`src/rtl/core/assert_macros.svh`:
```
// Assertion macros shared by the RTL that checks itself
`ifndef ASSERT_MACROS_SVH
`define ASSERT_MACROS_SVH

// Check that a condition implies another in the same cycle
`define ASSERT_IMPL(label, clk, rst_n, cond, conseq) \
    label: assert property (@(posedge clk) disable iff (!rst_n) (cond) |-> (conseq)) \
        else $error("assertion failed: implication");

// Check that a condition implies another in the next cycle
`define ASSERT_NEXT(label, clk, rst_n, cond, conseq) \
    label: assert property (@(posedge clk) disable iff (!rst_n) (cond) |=> (conseq)) \
        else $error("assertion failed: next-cycle implication");

`endif

```
`src/rtl/core/ppa_ram.sv`:
```
// Generic single-write, single-read RAM with registered read data
`default_nettype none
module ppa_ram #(
    parameter int WIDTH = 8,
    parameter int DEPTH = 64
) (
    input  wire logic                     clk,
    input  wire logic                     wr_en,
    input  wire logic [$clog2(DEPTH)-1:0] wr_addr,
    input  wire logic [WIDTH-1:0]         wr_data,
    input  wire logic                     rd_en,
    input  wire logic [$clog2(DEPTH)-1:0] rd_addr,
    output logic      [WIDTH-1:0]         rd_data
);
    logic [WIDTH-1:0] mem [DEPTH];

    // Write and read the array
    always_ff @(posedge clk)
    begin
        if (wr_en)
        begin
            mem[wr_addr] <= wr_data;
        end
        if (rd_en)
        begin
            rd_data <= mem[rd_addr];
        end
    end
endmodule
`default_nettype wire

```
`config.mk`:
```
export PLATFORM = sky130hd
export DESIGN_NAME = ppa_ram
export DESIGN_NICKNAME = d
export VERILOG_FILES = /design/src/rtl/core/assert_macros.svh /design/src/rtl/core/ppa_ram.sv
export SDC_FILE = /design/constraint.sdc
export NUM_CORES = 1
export LEC_CHECK = 0
export ABC_CLOCK_PERIOD_IN_PS = 2150
export BUFFER_PORTS_ARGS = -buffer_cell sky130_fd_sc_hd__buf_2
export CORE_MARGIN = 10
export CORE_UTILIZATION = 55
export CTS_CLUSTER_SIZE = 28
export DETAILED_ROUTE_END_ITERATION = 10
export GPL_TIMING_DRIVEN = 0
export PLACE_DENSITY = 0.76
export SLEW_MARGIN = 15
export SYNTH_ARGS = -nofsm -noshare
export SYNTH_HDL_FRONTEND = slang
export SYNTH_SLANG_ARGS = --single-unit
```
`constraint.sdc`:
```
create_clock -name clk -period 2.15 [get_ports clk]
set_input_delay 0.43 -clock clk [delete_from_list [all_inputs] [get_ports clk]]
set_output_delay 0.43 -clock clk [all_outputs]
set_load 0.01 [all_outputs]
```
# Word level (Yosys, flattened, before mapping)
# Memories as Yosys holds them, arrays and structs flattened. A register that Yosys moved wholly into a read port is not among the register bits.
# Cells that the tools add are included.
[classes] n_mux=2
[op_table] operator="$mux 1" count=2
[word_totals] regBits=0 ram_bits=512 in_bits=23 out_inout_bits=8 wordCells=3 mem_count=1
[memory_table] name="mem" words=64 width=8 read_ports=1 rd_ports_with_merged_regs=1 write_ports=1 line="ppa_ram.sv:15" source="logic [WIDTH-1:0] mem [DEPTH];"

# Logic depth before layout (Yosys ltp)
[logic_depth] word_depth=2 mapped_depth=9 depth_no_buf=5

# Worst setup path after synthesis
# No wires, ideal clock.
[synth_path] kind="input-to-reg" startpoint="in rd_addr[1]" endpoint="reg rd_data[3] (read register of mem) (data pin)" setup_time_ns=0.266 arrival_time_ns=1.970 required_ns=1.884 path_slack_ns=-0.086 path_stages=7 n_path_buf=3 cell_sequence="buf_4 > buf_2 > buf_2 > mux4_2 > mux4_2 > o21ai_1 > o41ai_1"
[synth_lines] item="from (decl)" line="ppa_ram.sv:12" source="input wire logic [$clog2(DEPTH)-1:0] rd_addr,"
[synth_lines] item="to (decl)" line="ppa_ram.sv:13" source="output logic [WIDTH-1:0] rd_data"

# Final worst setup path
[layout_path] startpoint="in wr_addr[1]" endpoint="mem mem[27][6], enable pin"
[layout_lines] item="from (decl)" line="ppa_ram.sv:9" source="input wire logic [$clog2(DEPTH)-1:0] wr_addr,"
[layout_lines] item="to (decl)" line="ppa_ram.sv:15"
# Straight into the memory's write port.

==> impl_metrics.json <==
{
  "power_density_nw_per_um2": 908,
  "clk_latency_ns": 0.57,
  "cp_slowest_cell": "nor2_1",
  "syn_area_per_cell_um2": 21.5,
  "drc": 0,
  "synth_nets": 963,
  "placed_cells": 1430,
  "ys.flop_type": "edfxtp_1",
  "outcome": "complete, but fails checks",
  "leakage_uw": 0.00705,
  "ios": 31,
  "synth-edff-count": 520,
  "fill_cells": 2398,
  "required_ns": 2.33,
  "period_share": 1.04,
  "die_x_um": 212,
  "cts_max_level": 2,
  "post_cts_buffers": 0,
  "cpPeakStageDelay_ns": 0.83,
  "grt_usage": 0.212,
  "grt_pass1_wl_um": 68500,
  "synth_common_cells": "edfxtp_1, mux4_2, nor2_1",
  "seq_area_frac_synth": 0.771,
  "final_cells": 1517,
  "std_cell_rows": 70,
  "clkSinkCount": 520,
  "rsz0062_at_grt": "true",
  "place_congestion": 0.986,
  "areaGrowthSynthToFinish_pct": 12.3,
  "fin_ws_ns": -0.0790,
  "routedWlPerCell_um": 31.0,
  "final_cell_area_um2": 22700,
  "worst-path-max-fanout": 10,
  "hold_path.class": "in -> reg",
  "die_h_um": 212,
  "crit_path_cell_trace": "clkbuf_1, nor2b_1, nand3_1, nor2_1",
  "yosys.area.top_type": "edfxtp_1",
  "drt-total-wl_um": 47000,
  "initial_core_util": 0.556,
  "clk_transition_reported_paths_ns": 0.06,
  "hold_depth": 1,
  "dieArea_um2": 44900,
  "layout_min_cycle_time_ns": 2.23,
  "maxCapViolations": 0,
  "arrival_ns": 2.40,
  "ff2ff_path_depth": 5,
  "first_pass_iters": 5,
  "max_slew_margin": 0.204,
  "drtIter0Drc": 1449,
  "port_buffers": 22,
  "utilization": 0.624,
  "nets": 1035,
  "grt_overflow": 0,
  "final_layout_size_suffix_gt1_frac": 0.279,
  "fin_skew_ns": 0.0276,
  "ys_ff_latch": 520,
  "dp_slack_ns": -1.23,
  "synthArstFlopShare": 0,
  "hold_viol": 0,
  "ant_nets": 0,
  "dp_hpwl_um": 29000,
  "cts-hold-fix-buffers": 0,
  "post-synth-top-area-fraction": 0.771,
  "clockBufferDepth": 3,
  "worst_slew_pin_slew_ns": 1.19,
  "coreArea_um2": 36400,
  "grt_pass1_vias": 10100,
  "antenna_found_initial": 5,
  "clockRootBuffer": "clkbuf_16",
  "slew_viol_final": 0,
  "cts_tree": "yes",
  "placed_area_um2": 21000,
  "synthCells": 940,
  "synth_area_um2": 20200,
  "holdWs_ns": 0.261,
  "fmax_ghz": 0.449,
  "cp_num_buf_inv": 1,
  "yosysMostFrequentCell": "edfxtp_1",
  "crit_path_start_kind": "input pin",
  "critPathTopFamily": "simple AND/OR/NAND/NOR gates",
  "synth_cell_types": 39,
  "critical_path_class": "in -> reg",
  "synth_area_leaders": "edfxtp_1, mux4_2, nor2_1",
  "setup_violations": 84,
  "violations": "negative setup slack",
  "endpoint_kind": "register",
  "ys_warn_count": 0,
  "cts_made_buffers": 49,
  "worstSetupPathDepth": 4,
  "via_count": 10100,
  "max-vdd-ir-drop_v": 0.000489,
  "grt_max_degree": 65,
  "via_per_inst": 6.64
}
[path summary, 6_finish.rpt]
kind                                           start              endpoint  slack [ns]
worst max-delay path                      wr_addr[1]  mem[27][6]$_DFFE_PP_       -0.08
worst min-delay path                           rd_en  rd_data[3]$_DFFE_PP_        0.26
worst max register to register  mem[11][1]$_DFFE_PP_  rd_data[1]$_DFFE_PP_        0.01
worst min register to register  mem[34][2]$_DFFE_PP_  rd_data[2]$_DFFE_PP_        1.05
[report_power, final]
group	internal (uW)	total (uW)	leakage [uW]	switching [uW]
Combinational	431	1180	0.00163	747
Clock	4660	8200	0.000738	3550
Sequential	11200	11300	0.00469	17.7
Total	16300	20600	0.00705	4310
[layout make-up]
class                   instances  area, um2  share of cell area
clock buffers                  59       1310              0.0575
multi-input cells             369       4470               0.196
clock inverters                27        198             0.00870
repair buffers                 22        128             0.00562
well taps                     468        586              0.0258
flip-flops and latches        520      15600               0.687
plain buffers                  50        425              0.0187
diodes                          2       5.00            0.000220
[kinds of logic (layout without fill, tap and decap cells)]
kind of cell | after synthesis | after routing | synth area share
DFF | 520 | 520 | 0.771
and+or+nand+nor | 153 | 153 | 0.0337
other | 0 | 2 | 0
AOI/OAI and AO/OA | 54 | 54 | 0.0206
buffers and inverters | 51 | 158 | 0.0156
muxes | 162 | 162 | 0.159
[stage by stage]
stage | total power, uW | TNS, ns
floorplan | 12100 | 0
global placement | 12500 | -153.00
detailed placement | 12600 | -202.60
CTS | 20700 | -0.775
global route | 21200 | -6.06
finish | 20600 | -3.30
[metal layers]
| layer | GRT usage | up-vias | wire, um |
|---|---|---|---|
| li1 | - | 4082 | - |
| met1 | 0.292 | 5189 | 17500 |
| met2 | 0.323 | 666 | 22200 |
| met3 | 0.0531 | 124 | 5580 |
| met4 | 0.0838 | 6 | 1590 |
| met5 | 0 | - | 42 |
[repair_timing]
item / 4_1_cts / 5_1_grt
pin swaps: 0 / 1
gates resized for setup: 35 / 39
endpoints found under the hold margin: 0 / 0
setup endpoints to repair: 40 / 115
[registers in the layout, summed over array words and instances, names as in the netlist]
name and cells:
rd_data 8, mem 512
[cell usage in the layout (no fill, tap or decap), drive strengths merged, types with 3 or more instances in the layout]
| master | count |
|---|---|
| a211oi | 4 |
| a21oi | 3 |
| a221oi | 6 |
| a22oi | 3 |
| buf | 55 |
| bufinv | 3 |
| clkbuf | 76 |
| clkinv | 23 |
| edfxtp | 520 |
| mux2 | 13 |
| mux2i | 23 |
| mux4 | 126 |
| nand2 | 19 |
| nand2b | 7 |
| nand3 | 13 |
| nand3b | 3 |
| nor2 | 83 |
| nor2b | 14 |
| nor3 | 7 |
| o2111ai | 3 |
| o21ai | 4 |
| o221ai | 8 |
| o22ai | 8 |
| o2bb2ai | 3 |
Note: power is estimated with default switching activity, not from simulation.
