===== src/rtl/core/assert_macros.svh =====
// Assertion macros shared by the RTL that checks itself
`ifndef ASSERT_MACROS_SVH
`define ASSERT_MACROS_SVH

// Check that a condition implies another in the same cycle
`define ASSERT_IMPL(label, clk, rst_n, cond, conseq) \
    label: assert property (@(posedge clk) disable iff (!rst_n) (cond) |-> (conseq)) \
        else $error("assertion failed: implication");

// Check that a condition implies another in the next cycle
`define ASSERT_NEXT(label, clk, rst_n, cond, conseq) \
    label: assert property (@(posedge clk) disable iff (!rst_n) (cond) |=> (conseq)) \
        else $error("assertion failed: next-cycle implication");

`endif


===== src/rtl/core/ppa_pkg.sv =====
// Shared constants and types of the polygon perimeter and area unit
`default_nettype none
package ppa_pkg;
    localparam int MAX_NODES = 64;
    localparam int IDX_W     = $clog2(MAX_NODES);
    localparam int CNT_W     = $clog2(MAX_NODES + 1);
    localparam int COORD_W   = 24;
    localparam int DIFF_W    = COORD_W + 1;
    localparam int SQ_W      = 2 * DIFF_W;
    localparam int ROOT_W    = COORD_W + 2;
    localparam int RAD_W     = 2 * ROOT_W;
    localparam int PERIM_W   = 31;
    localparam int PACC_W    = PERIM_W + 2;
    localparam int AREA_W    = 53;
    localparam int ACC_W     = 64;
    localparam int STATUS_W  = 2;
    localparam int MIN_NODES = 3;

    localparam logic CMD_NODE  = 1'b0;
    localparam logic CMD_ORDER = 1'b1;

    localparam logic [STATUS_W-1:0] STATUS_OK       = 2'd0;
    localparam logic [STATUS_W-1:0] STATUS_BAD_NODE = 2'd1;
    localparam logic [STATUS_W-1:0] STATUS_BAD_REF  = 2'd2;

    typedef enum logic [3:0] {
        ST_IDLE,
        ST_FIRST_ORD,
        ST_FIRST_VTX,
        ST_FIRST_LATCH,
        ST_ORD,
        ST_VTX,
        ST_DIFF,
        ST_MUL,
        ST_SQRT_START,
        ST_SQRT_WAIT,
        ST_ACC,
        ST_ABS,
        ST_OUT
    } state_t;
endpackage
`default_nettype wire


===== src/rtl/core/ppa_sqrt.sv =====
// Iterative integer square root, one result bit per cycle
`default_nettype none
module ppa_sqrt (
    input  wire logic                       clk,
    input  wire logic                       rst_n,
    input  wire logic                       start,
    input  wire logic [ppa_pkg::RAD_W-1:0]  radicand,
    output logic                            busy,
    output logic                            done,
    output logic      [ppa_pkg::ROOT_W-1:0] root
);
    localparam int STEP_W = $clog2(ppa_pkg::ROOT_W + 1);

    logic [ppa_pkg::RAD_W-1:0]    rad_reg, rad_next;
    logic [ppa_pkg::ROOT_W+1:0]   rem_reg, rem_next;
    logic [ppa_pkg::ROOT_W-1:0]   root_reg, root_next;
    logic [STEP_W-1:0]            step_reg, step_next;
    logic                         busy_reg, busy_next;
    logic                         done_reg, done_next;
    logic [ppa_pkg::ROOT_W+1:0]   rem_sh;
    logic [ppa_pkg::ROOT_W+1:0]   trial;

    // Bring down two radicand bits and try the next root bit
    always_comb
    begin
        rem_sh    = {rem_reg[ppa_pkg::ROOT_W-1:0], rad_reg[ppa_pkg::RAD_W-1 -: 2]};
        trial     = {root_reg, 2'b01};
        rad_next  = rad_reg;
        rem_next  = rem_reg;
        root_next = root_reg;
        step_next = step_reg;
        busy_next = busy_reg;
        done_next = 1'b0;
        if (start)
        begin
            rad_next  = radicand;
            rem_next  = '0;
            root_next = '0;
            step_next = STEP_W'(ppa_pkg::ROOT_W);
            busy_next = 1'b1;
        end
        else if (busy_reg)
        begin
            rad_next = rad_reg << 2;
            if (rem_sh >= trial)
            begin
                rem_next  = rem_sh - trial;
                root_next = {root_reg[ppa_pkg::ROOT_W-2:0], 1'b1};
            end
            else
            begin
                rem_next  = rem_sh;
                root_next = {root_reg[ppa_pkg::ROOT_W-2:0], 1'b0};
            end
            step_next = step_reg - 1'b1;
            if (step_reg == STEP_W'(1))
            begin
                busy_next = 1'b0;
                done_next = 1'b1;
            end
        end
    end

    // Hold control state
    always_ff @(posedge clk or negedge rst_n)
    begin
        if (!rst_n)
        begin
            busy_reg <= 1'b0;
            done_reg <= 1'b0;
            step_reg <= '0;
        end
        else
        begin
            busy_reg <= busy_next;
            done_reg <= done_next;
            step_reg <= step_next;
        end
    end

    // Hold datapath
    always_ff @(posedge clk)
    begin
        rad_reg  <= rad_next;
        rem_reg  <= rem_next;
        root_reg <= root_next;
    end

    assign busy = busy_reg;
    assign done = done_reg;
    assign root = root_reg;
endmodule
`default_nettype wire


===== config.mk =====
export PLATFORM = sky130hd
export DESIGN_NAME = ppa_sqrt
export DESIGN_NICKNAME = d
export VERILOG_FILES = /design/src/rtl/core/assert_macros.svh /design/src/rtl/core/ppa_pkg.sv /design/src/rtl/core/ppa_sqrt.sv
export SDC_FILE = /design/constraint.sdc
export NUM_CORES = 1
export LEC_CHECK = 0
export BUFFER_PORTS_ARGS = -buffer_cell sky130_fd_sc_hd__buf_2
export CORE_MARGIN = 4
export CORE_UTILIZATION = 40
export DETAILED_ROUTE_END_ITERATION = 8
export PLACE_DENSITY = 0.62
export SLEW_MARGIN = 20
export SYNTH_ARGS = -nofsm -noshare
export SYNTH_HDL_FRONTEND = slang
export SYNTH_SLANG_ARGS = --single-unit

===== constraint.sdc =====
create_clock -name clk -period 4.85 [get_ports clk]
set_input_delay 0.2425 -clock clk [delete_from_list [all_inputs] [get_ports clk]]
set_output_delay 0.2425 -clock clk [all_outputs]
set_load 0.01 [all_outputs]

-- After elaboration in Yosys (flattened, before gate mapping)
Cells that the tools add are included.
W data, S select, Z words.
- output and inout bits: 28
- bits in registers: 111
- word-level logic and storage cells: 23
- bits of input ports: 55
- add/sub/neg operators: 2
- reductions and logical operators: 1
- multiplexer cells: 12
- eq/ne operators: 1
- order comparisons: 1
- operator list (cell ; count):
    $mux W52 ; 2
    $ge A28 B28 Y1 ; 1
    $mux W26 ; 1
    $sub A26 B26 Y26 ; 1
    $mux W5 ; 2
    $mux W1 ; 7
    $eq A5 B1 Y1 const B ; 1
    $sub A5 B1 Y5 const B ; 1
    $reduce_bool A2 Y1 ; 1

-- Logic depth before layout (Yosys ltp)
Gate-level depths: netlist of run 1.
- depth in word-level cells: 4
- gate-level depth with buffers: 12
- depth with buffers taken out: 9

-- Worst setup path before layout of run 1
Ideal clock, no wire load.
- path type: register -> register
- start: reg root_reg, in the netlist root[17]
- end: reg rem_reg[16] (netlist bit)
- arrival time: 2.321 ns
- setup time: 0.088 ns
- cell stages (with the launch flop): 13
- slack: 2.441 ns
- period minus slack after synthesis: 2.409 ns
- cell sequence: dfxtp_1 inv_1 ha_1 buf_6 a21oi_2 o21ai_2 or2_4 a2111oi_4 o21a_1 buf_6 buf_8 nand2_2 a311oi_2
- longest elaborated chain between the ends: 2
- RTL lines (item ; line ; source):
    from (decl) ; ppa_sqrt.sv:16 ; logic [ppa_pkg::ROOT_W-1:0] root_reg, root_next;
    from (signal assigned) ; ppa_sqrt.sv:86 ; root_reg <= root_next;
    $ge A28 B28 Y1 ; ppa_sqrt.sv:45 ; if (rem_sh >= trial)
    $mux W26 ; ppa_sqrt.sv:45 ;
    to (signal assigned) ; ppa_sqrt.sv:85 ; rem_reg <= rem_next;
    to (decl) ; ppa_sqrt.sv:15 ; logic [ppa_pkg::ROOT_W+1:0] rem_reg, rem_next;
No other way between the ends.
A chain may end at the register's enable or synchronous reset.

-- Worst setup path in the final report of run 1
- start: reg root_reg, in the netlist root[17]
- end: reg rem_reg[4] (netlist bit)
The elaborated chain is that of the path after synthesis.

==> results of run 1 <==
==> logic make-up after synthesis <==
group	Yosys count
xor+xnor	25
fa+ha+maj	30
mux	78
flops	111
simple gates	155
buf+inv	62
compound gates	127
==> synth_stat cells (4+ instances only) <==
cell type | instances | area [um2]
a211oi_1 | 10 | 75.1
a21o_1 | 6 | 45.0
a21oi_1 | 23 | 115
a311oi_1 | 6 | 52.6
a31oi_1 | 5 | 31.3
a32oi_1 | 9 | 78.8
clkbuf_1 | 20 | 75.1
dfrtp_1 | 7 | 175
dfxtp_1 | 52 | 1040
edfxtp_1 | 52 | 1560
ha_1 | 30 | 375
inv_1 | 33 | 124
mux2_2 | 50 | 563
mux2i_1 | 28 | 280
nand2_1 | 41 | 154
nand2b_1 | 8 | 50.1
nand3_1 | 9 | 45.0
nand4_1 | 8 | 50.1
nor2_1 | 60 | 225
nor2b_1 | 6 | 37.5
nor3_1 | 4 | 20.0
o21a_1 | 4 | 30.0
o21ai_0 | 21 | 105
o21ai_1 | 7 | 35.0
o31ai_1 | 5 | 37.5
xnor2_1 | 10 | 87.6
xor2_1 | 15 | 131
==> metrics by stage <==
| step | cells | area (um2) | power, mW |
|---|---|---|---|
| 6_report | 849 | 6990 | 3.90 |
| 5_1_grt | 849 | 6990 | 4.19 |
| 4_1_cts | 849 | 6990 | 3.89 |
| 3_5_place_dp | 832 | 6660 | 3.09 |
| 3_3_place_gp | 832 | 6660 | 3.07 |
| 2_1_floorplan | 588 | 6140 | 2.77 |
==> power groups by stage <==
stage	registers (mW)	logic [mW]	clock network, mW
finish	1.21	1.90	0.784
global route	1.23	2.12	0.842
CTS	1.21	1.88	0.807
detailed placement	1.23	1.86	0
global placement	1.22	1.84	0
floorplan	1.20	1.56	0
==> worst max-delay path: stages (launching register included) <==
cell and delay [ns]:
dfxtp_1 0.38, inv_1 0.06, ha_1 0.41, a21oi_2 0.22
o21ai_2 0.13, or2_4 0.29, a2111oi_4 0.30, o21a_2 0.63
nand2_1 0.13, a311oi_1 0.28
==> routing by layer <==
layer / part of all wire / vias to the layer above / global-route usage / wire length [um]
met2: 0.45 / 117 / 0.237 / 6030
met3: 0.065 / 20 / 0.0443 / 864
li1: - / 2284 / - / -
met5: 0.00098 / - / 0 / 13
met4: 0.017 / 2 / 0.0589 / 228
met1: 0.46 / 2139 / 0.205 / 6190
==> area by class of cell <==
class	count	area, um2
clock inverters	7	87.6
flip-flops and latches	111	2780
well taps	188	235
clock buffers	9	225
fillers	1437	8160
multi-input cells	415	3090
inverters	33	125
repair buffers	86	445
==> how the worst max path moves through the flow <==
stage | start | endpoint | slack [ns] | cells after the start
2_1_floorplan | root[17]$_SDFFE_PP0P_ | rem_reg[16]$_SDFFE_PP0P_ | 2.44 | 12
3_3_place_gp | root[17]$_SDFFE_PP0P_ | rem_reg[3]$_SDFFE_PP0P_ | 1.81 | 9
3_5_place_dp | root[17]$_SDFFE_PP0P_ | rem_reg[8]$_SDFFE_PP0P_ | 1.69 | 9
4_1_cts | root[17]$_SDFFE_PP0P_ | rem_reg[8]$_SDFFE_PP0P_ | 1.63 | 9
5_1_grt | root[13]$_SDFFE_PP0P_ | rem_reg[4]$_SDFFE_PP0P_ | 1.64 | 9
6_report | root[17]$_SDFFE_PP0P_ | rem_reg[4]$_SDFFE_PP0P_ | 1.91 | 9
==> reports/metrics.yaml, run 1 <==
synthXorXnorAreaFrac: 0.0356
worst_slack_ns: 1.91
synth-seq-area-share: 0.452
p_sw_mw: 1.58
hold_end: "rad_reg[1]$_SDFFCE_PN0P_"
drtIter0Drc: 186
ctsResizeCount: 0
r2r_cells: 9
drt_drc_violations_left: 0
clock_sinks: 111
grt_max_degree: 78
syn_area_per_cell_um2: 10.4
synth_top_family_by_area: "compound AO/OA/AOI/OAI gates"
clkTransAtPathRegs_ns: 0.08
synth_area_mm2: 0.00614
irDropWorstVdd_v: 0.000309
whs_ns: 0.166
whs_path_depth: 2
cp.arrival_ns: 3.19
p_clk_frac: 0.201
synth_compound_area_frac: 0.150
drv_slew: 0
ctsLongestPathBuffers: 2
place.gp.congestion: 0.867
rrSetupSlack_ns: 1.91
final_nets: 741
layout-drive-gt1-share: 0.265
synthSimpleGateAreaFrac: 0.118
synth_edf_count: 52
intPower_mw: 2.32
globalRouteOverflowTotal: 0
ys_ff_latch: 111
power_frac_seq: 0.311
layout_min_cycle_time_ns: 2.94
swShare: 0.405
worstPathMaxFanout: 26
r2r_end: "rem_reg[4]$_SDFFE_PP0P_"
min-delay-start: "radicand[1]"
cts-root-buf: "clkbuf_16"
syn_nets: 673
drt-wirelength-per-cell_um: 15.7
worst_pin_slew_ns: 0.884
io_buffers: 82
final_cell_mix: "buf_2, nor2_1, edfxtp_1, dfxtp_1, mux2_2"
critical_path_class: "reg -> reg"
start_util: 0.406
finalHoldViolations: 0
pre_cts_slack_ns: 1.69
p_leak_nw: 2.98
dp_hpwl_mm: 9.41
grt_pass1_wl_mm: 22.3
cts_tree: "done"
fp.dieW_um: 132
wirelength_mm: 13.3
rows: 45
via_count: 4562
cp.required_ns: 5.11
combPwrFrac: 0.488
skew_ns: 0.0108
antenna_left: 0
max-slew-margin-rel: 0.411
period_share: 0.605
powerDensity_mw_per_mm2: 558
cp-start-kind: "register"
clkLatencyLatePin_ns: 0.36
setup_tns_ns: 0
largest_reg_flops: 52
htree_levels: 3
num_antenna_cells: 0
setup_viol: 0
postCtsSetupRepairBufs: 0
critPathCaptureType: "register"
areaGrowthSynthToFinish_pct: 13.8
numCtsBuffers: 9
die_y_um: 132
async_flop_share: 0.0631
coreArea_mm2: 0.0151
synthMuxAreaShare: 0.137
synth-main-ff-cell: "edfxtp_1"
yosysUniqueCellTypes: 66
antenna_found_initial: 1
synth_cells: 588
holdCritPathClass: "in -> reg"
num_io_pins: 83
max_freq_mhz: 341
timing.rr.start: "root[17]$_SDFFE_PP0P_"
first_global_vias: 4563
drv_cap: 0
synth-adder-area-share: 0.0611
utilization: 0.461
first_pass_iters: 5
track_usage: 0.154
fp.dieArea_mm2: 0.0174
status: "completed"
holdBufCountCts: 1
layout_commonest_cell: "buf_2"
yosys_warnings: 0
rsz0062_at_grt: "no"
via_per_inst: 5.37
(Power assumes the default switching activity.)
==> run 2, diff against run 1 <==
--- a/config.mk
+++ b/config.mk
@@ -5,11 +5,12 @@
 export SDC_FILE = /design/constraint.sdc
 export NUM_CORES = 1
 export LEC_CHECK = 0
+export ABC_AREA = 1
 export BUFFER_PORTS_ARGS = -buffer_cell sky130_fd_sc_hd__buf_2
 export CORE_MARGIN = 4
 export CORE_UTILIZATION = 40
 export DETAILED_ROUTE_END_ITERATION = 8
-export PLACE_DENSITY = 0.62
+export PLACE_DENSITY = 0.64
 export SLEW_MARGIN = 20
 export SYNTH_ARGS = -nofsm -noshare
 export SYNTH_HDL_FRONTEND = slang
==> constraint.sdc (replaced) <==
create_clock -name clk -period 2.5 [get_ports clk]
set_input_delay 0.125 -clock clk [delete_from_list [all_inputs] [get_ports clk]]
set_output_delay 0.125 -clock clk [all_outputs]
set_load 0.01 [all_outputs]
==> reports/metrics.yaml, run 2 <==
clkTransAtPathRegs_ns: 0.09
syn_nets: 962
max-slew-margin-rel: 0.430
areaGrowthSynthToFinish_pct: 16.9
synth_top_area_frac: 0.246
first_global_vias: 5238
path_delay_family: "simple AND/OR/NAND/NOR gates"
worst_pin_slew_ns: 0.854
via_count: 5580
clkLatencyLatePin_ns: 0.36
via_per_inst: 4.72
cpMostUsedCell: "nand2_1"
final_cell_mix: "nand2_1, inv_1, buf_2, nor2_1"
grt_max_degree: 61
first_pass_iters: 5
cts_tree: "done"
p_leak_nw: 3.84
ys_top_cells_by_area: "edfxtp_1, nand2_1, dfxtp_1"
setup_viol: 0
synth-seq-area-share: 0.437
yosys.area.top_type: "edfxtp_1"
holdCritPathClass: "in -> reg"
rrSetupSlack_ns: 0.28
critical_path_class: "reg -> reg"
hold_end: "rad_reg[11]$_DFFE_PP_"
syn_area_per_cell_um2: 7.24
clock_sinks: 111
p_sw_mw: 3.92
min-delay-start: "radicand[11]"
max_freq_mhz: 450
grt_pass1_wl_mm: 25.3
num_io_pins: 83
coreArea_mm2: 0.0154
synth_edf_count: 52
ys_ff_latch: 111
fp.dieArea_mm2: 0.0180
numCtsBuffers: 9
yosysMostFrequentCell: "nand2_1"
p_clk_frac: 0.174
cp-start-kind: "register"
dp_hpwl_mm: 11.6
yosysUniqueCellTypes: 38
powerDensity_mw_per_mm2: 1150
ctsLongestPathBuffers: 2
cp.required_ns: 2.74
worst_slack_ns: 0.277
fp.dieW_um: 134
power_frac_seq: 0.274
die_y_um: 134
period_share: 0.889
antenna_found_initial: 0
cp.arrival_ns: 2.47
r2r_cells: 14
rows: 45
synth_cells: 877
track_usage: 0.173
rsz0062_at_grt: "no"
combPwrFrac: 0.552
crit_chain: "inv_1 -> ha_1 -> nand2_1 -> nor2_1 -> nand2_1 -> nor2_1 -> nand2_1 -> nand3_2 -> nor2_4 -> nand2_8 -> buf_4 -> o21ai_0 -> nand3_1 -> o21ai_0"
worstPathMaxFanout: 22
layout_min_cycle_time_ns: 2.22
whs_ns: 0.0228
io_buffers: 82
final_nets: 1052
drt-wirelength-per-cell_um: 12.9
seqCellArea_mm2: 0.00278
start_util: 0.413
critPathCaptureType: "register"
cp_num_buf_inv: 2
synth-main-ff-cell: "edfxtp_1"
synth_area_mm2: 0.00635
async_flop_share: 0.0631
htree_levels: 3
pre_cts_slack_ns: 0.131
intPower_mw: 4.63
drv_slew: 0
startpoint: "root[22]$_SDFFE_PP0P_"
antenna_left: 0
whs_path_depth: 3
drv_cap: 0
place.gp.congestion: 0.936
globalRouteOverflowTotal: 0
multi_input_area_mm2: 0.00302
status: "completed"
fillCellCount: 1571
finalHoldViolations: 0
skew_ns: 0.0131
layout-drive-gt1-share: 0.143
max_stage_delay_ns: 0.39
layout_commonest_cell: "nand2_1"
largest_reg_flops: 52
crit_path_top_delay_cell: "ha_1"
swShare: 0.458
r2r_end: "rem_reg[2]$_SDFFE_PP0P_"
drtIter0Drc: 429
setup_tns_ns: 0
synthTopCellsByCount: "nand2_1, inv_1, nor2_1"
timing.rr.start: "root[22]$_SDFFE_PP0P_"
irDropWorstVdd_v: 0.000556
wirelength_mm: 15.3
drt_drc_violations_left: 0
cts-root-buf: "clkbuf_16"
yosys_warnings: 0
num_antenna_cells: 0
[run 2: per-stage QoR]
step | util | cell area [um2] | power [mW] | instances
after floorplan | - | 6350 | 5.94 | 877
after global placement | 0.461 | 7080 | 6.99 | 1165
after detailed placement | 0.461 | 7080 | 7.01 | 1165
after CTS | 0.482 | 7410 | 8.52 | 1182
after global routing | 0.483 | 7430 | 9.40 | 1183
final | 0.483 | 7430 | 8.55 | 1183
[run 2: metal layers]
layer	up-vias	share of wire	track usage
met3	13	0.041	0.0330
met2	109	0.45	0.272
met5	-	0	0
met1	2501	0.50	0.247
li1	2957	-	-
met4	0	0.012	0.0419
[run 2: cells by family (layout without fill, tap and decap cells)]
family	Yosys count	in the layout	share of synthesized area
xor+xnor	14	14	0.0193
buf+inv	145	240	0.0890
fa+ha+maj	30	30	0.0591
simple gates	495	495	0.323
compound gates	82	82	0.0725
flops	111	111	0.437
[run 2: timing repair]
action / 4_1_cts / 5_1_grt
gates resized for setup: 0 / 2
endpoints found under the hold margin: 7 / 0
buffers inserted: 0 / 1
endpoints found under the setup margin: 0 / 23
hold buffers: 1 / 0
[run 2: layout make-up]
type                       instances  area share
tap                              211      0.0355
clock buffer                       9      0.0303
sequential                       111       0.374
timing repair buffer             103      0.0802
multi-input combinational        621       0.407
clock inverter                     7      0.0120
inverter                         121      0.0615
[run 2: how the worst max path moves through the flow]
stage | to | cells past startpoint
2_1_floorplan | rem_reg[13]$_SDFFE_PP0P_ | 14
6_report | rem_reg[2]$_SDFFE_PP0P_ | 14
3_3_place_gp | root[0]$_SDFFE_PP0P_ | 12
3_5_place_dp | rem_reg[0]$_SDFFE_PP0P_ | 14
4_1_cts | rem_reg[0]$_SDFFE_PP0P_ | 12
5_1_grt | rem_reg[2]$_SDFFE_PP0P_ | 14
[run 2: power by group through the flow]
| stage | combinational, mW | sequential [mW] | clock (mW) |
|---|---|---|---|
| after floorplan | 3.60 | 2.34 | 0 |
| after global placement | 4.61 | 2.38 | 0 |
| after detailed placement | 4.62 | 2.38 | 0 |
| after CTS | 4.64 | 2.34 | 1.53 |
| after global routing | 5.42 | 2.38 | 1.60 |
| final | 4.72 | 2.35 | 1.48 |
[run 2: worst min-delay path: stages]
cell	delay (ns)
buf_2	0.07
nand2_1	0.04
nand2_1	0.05
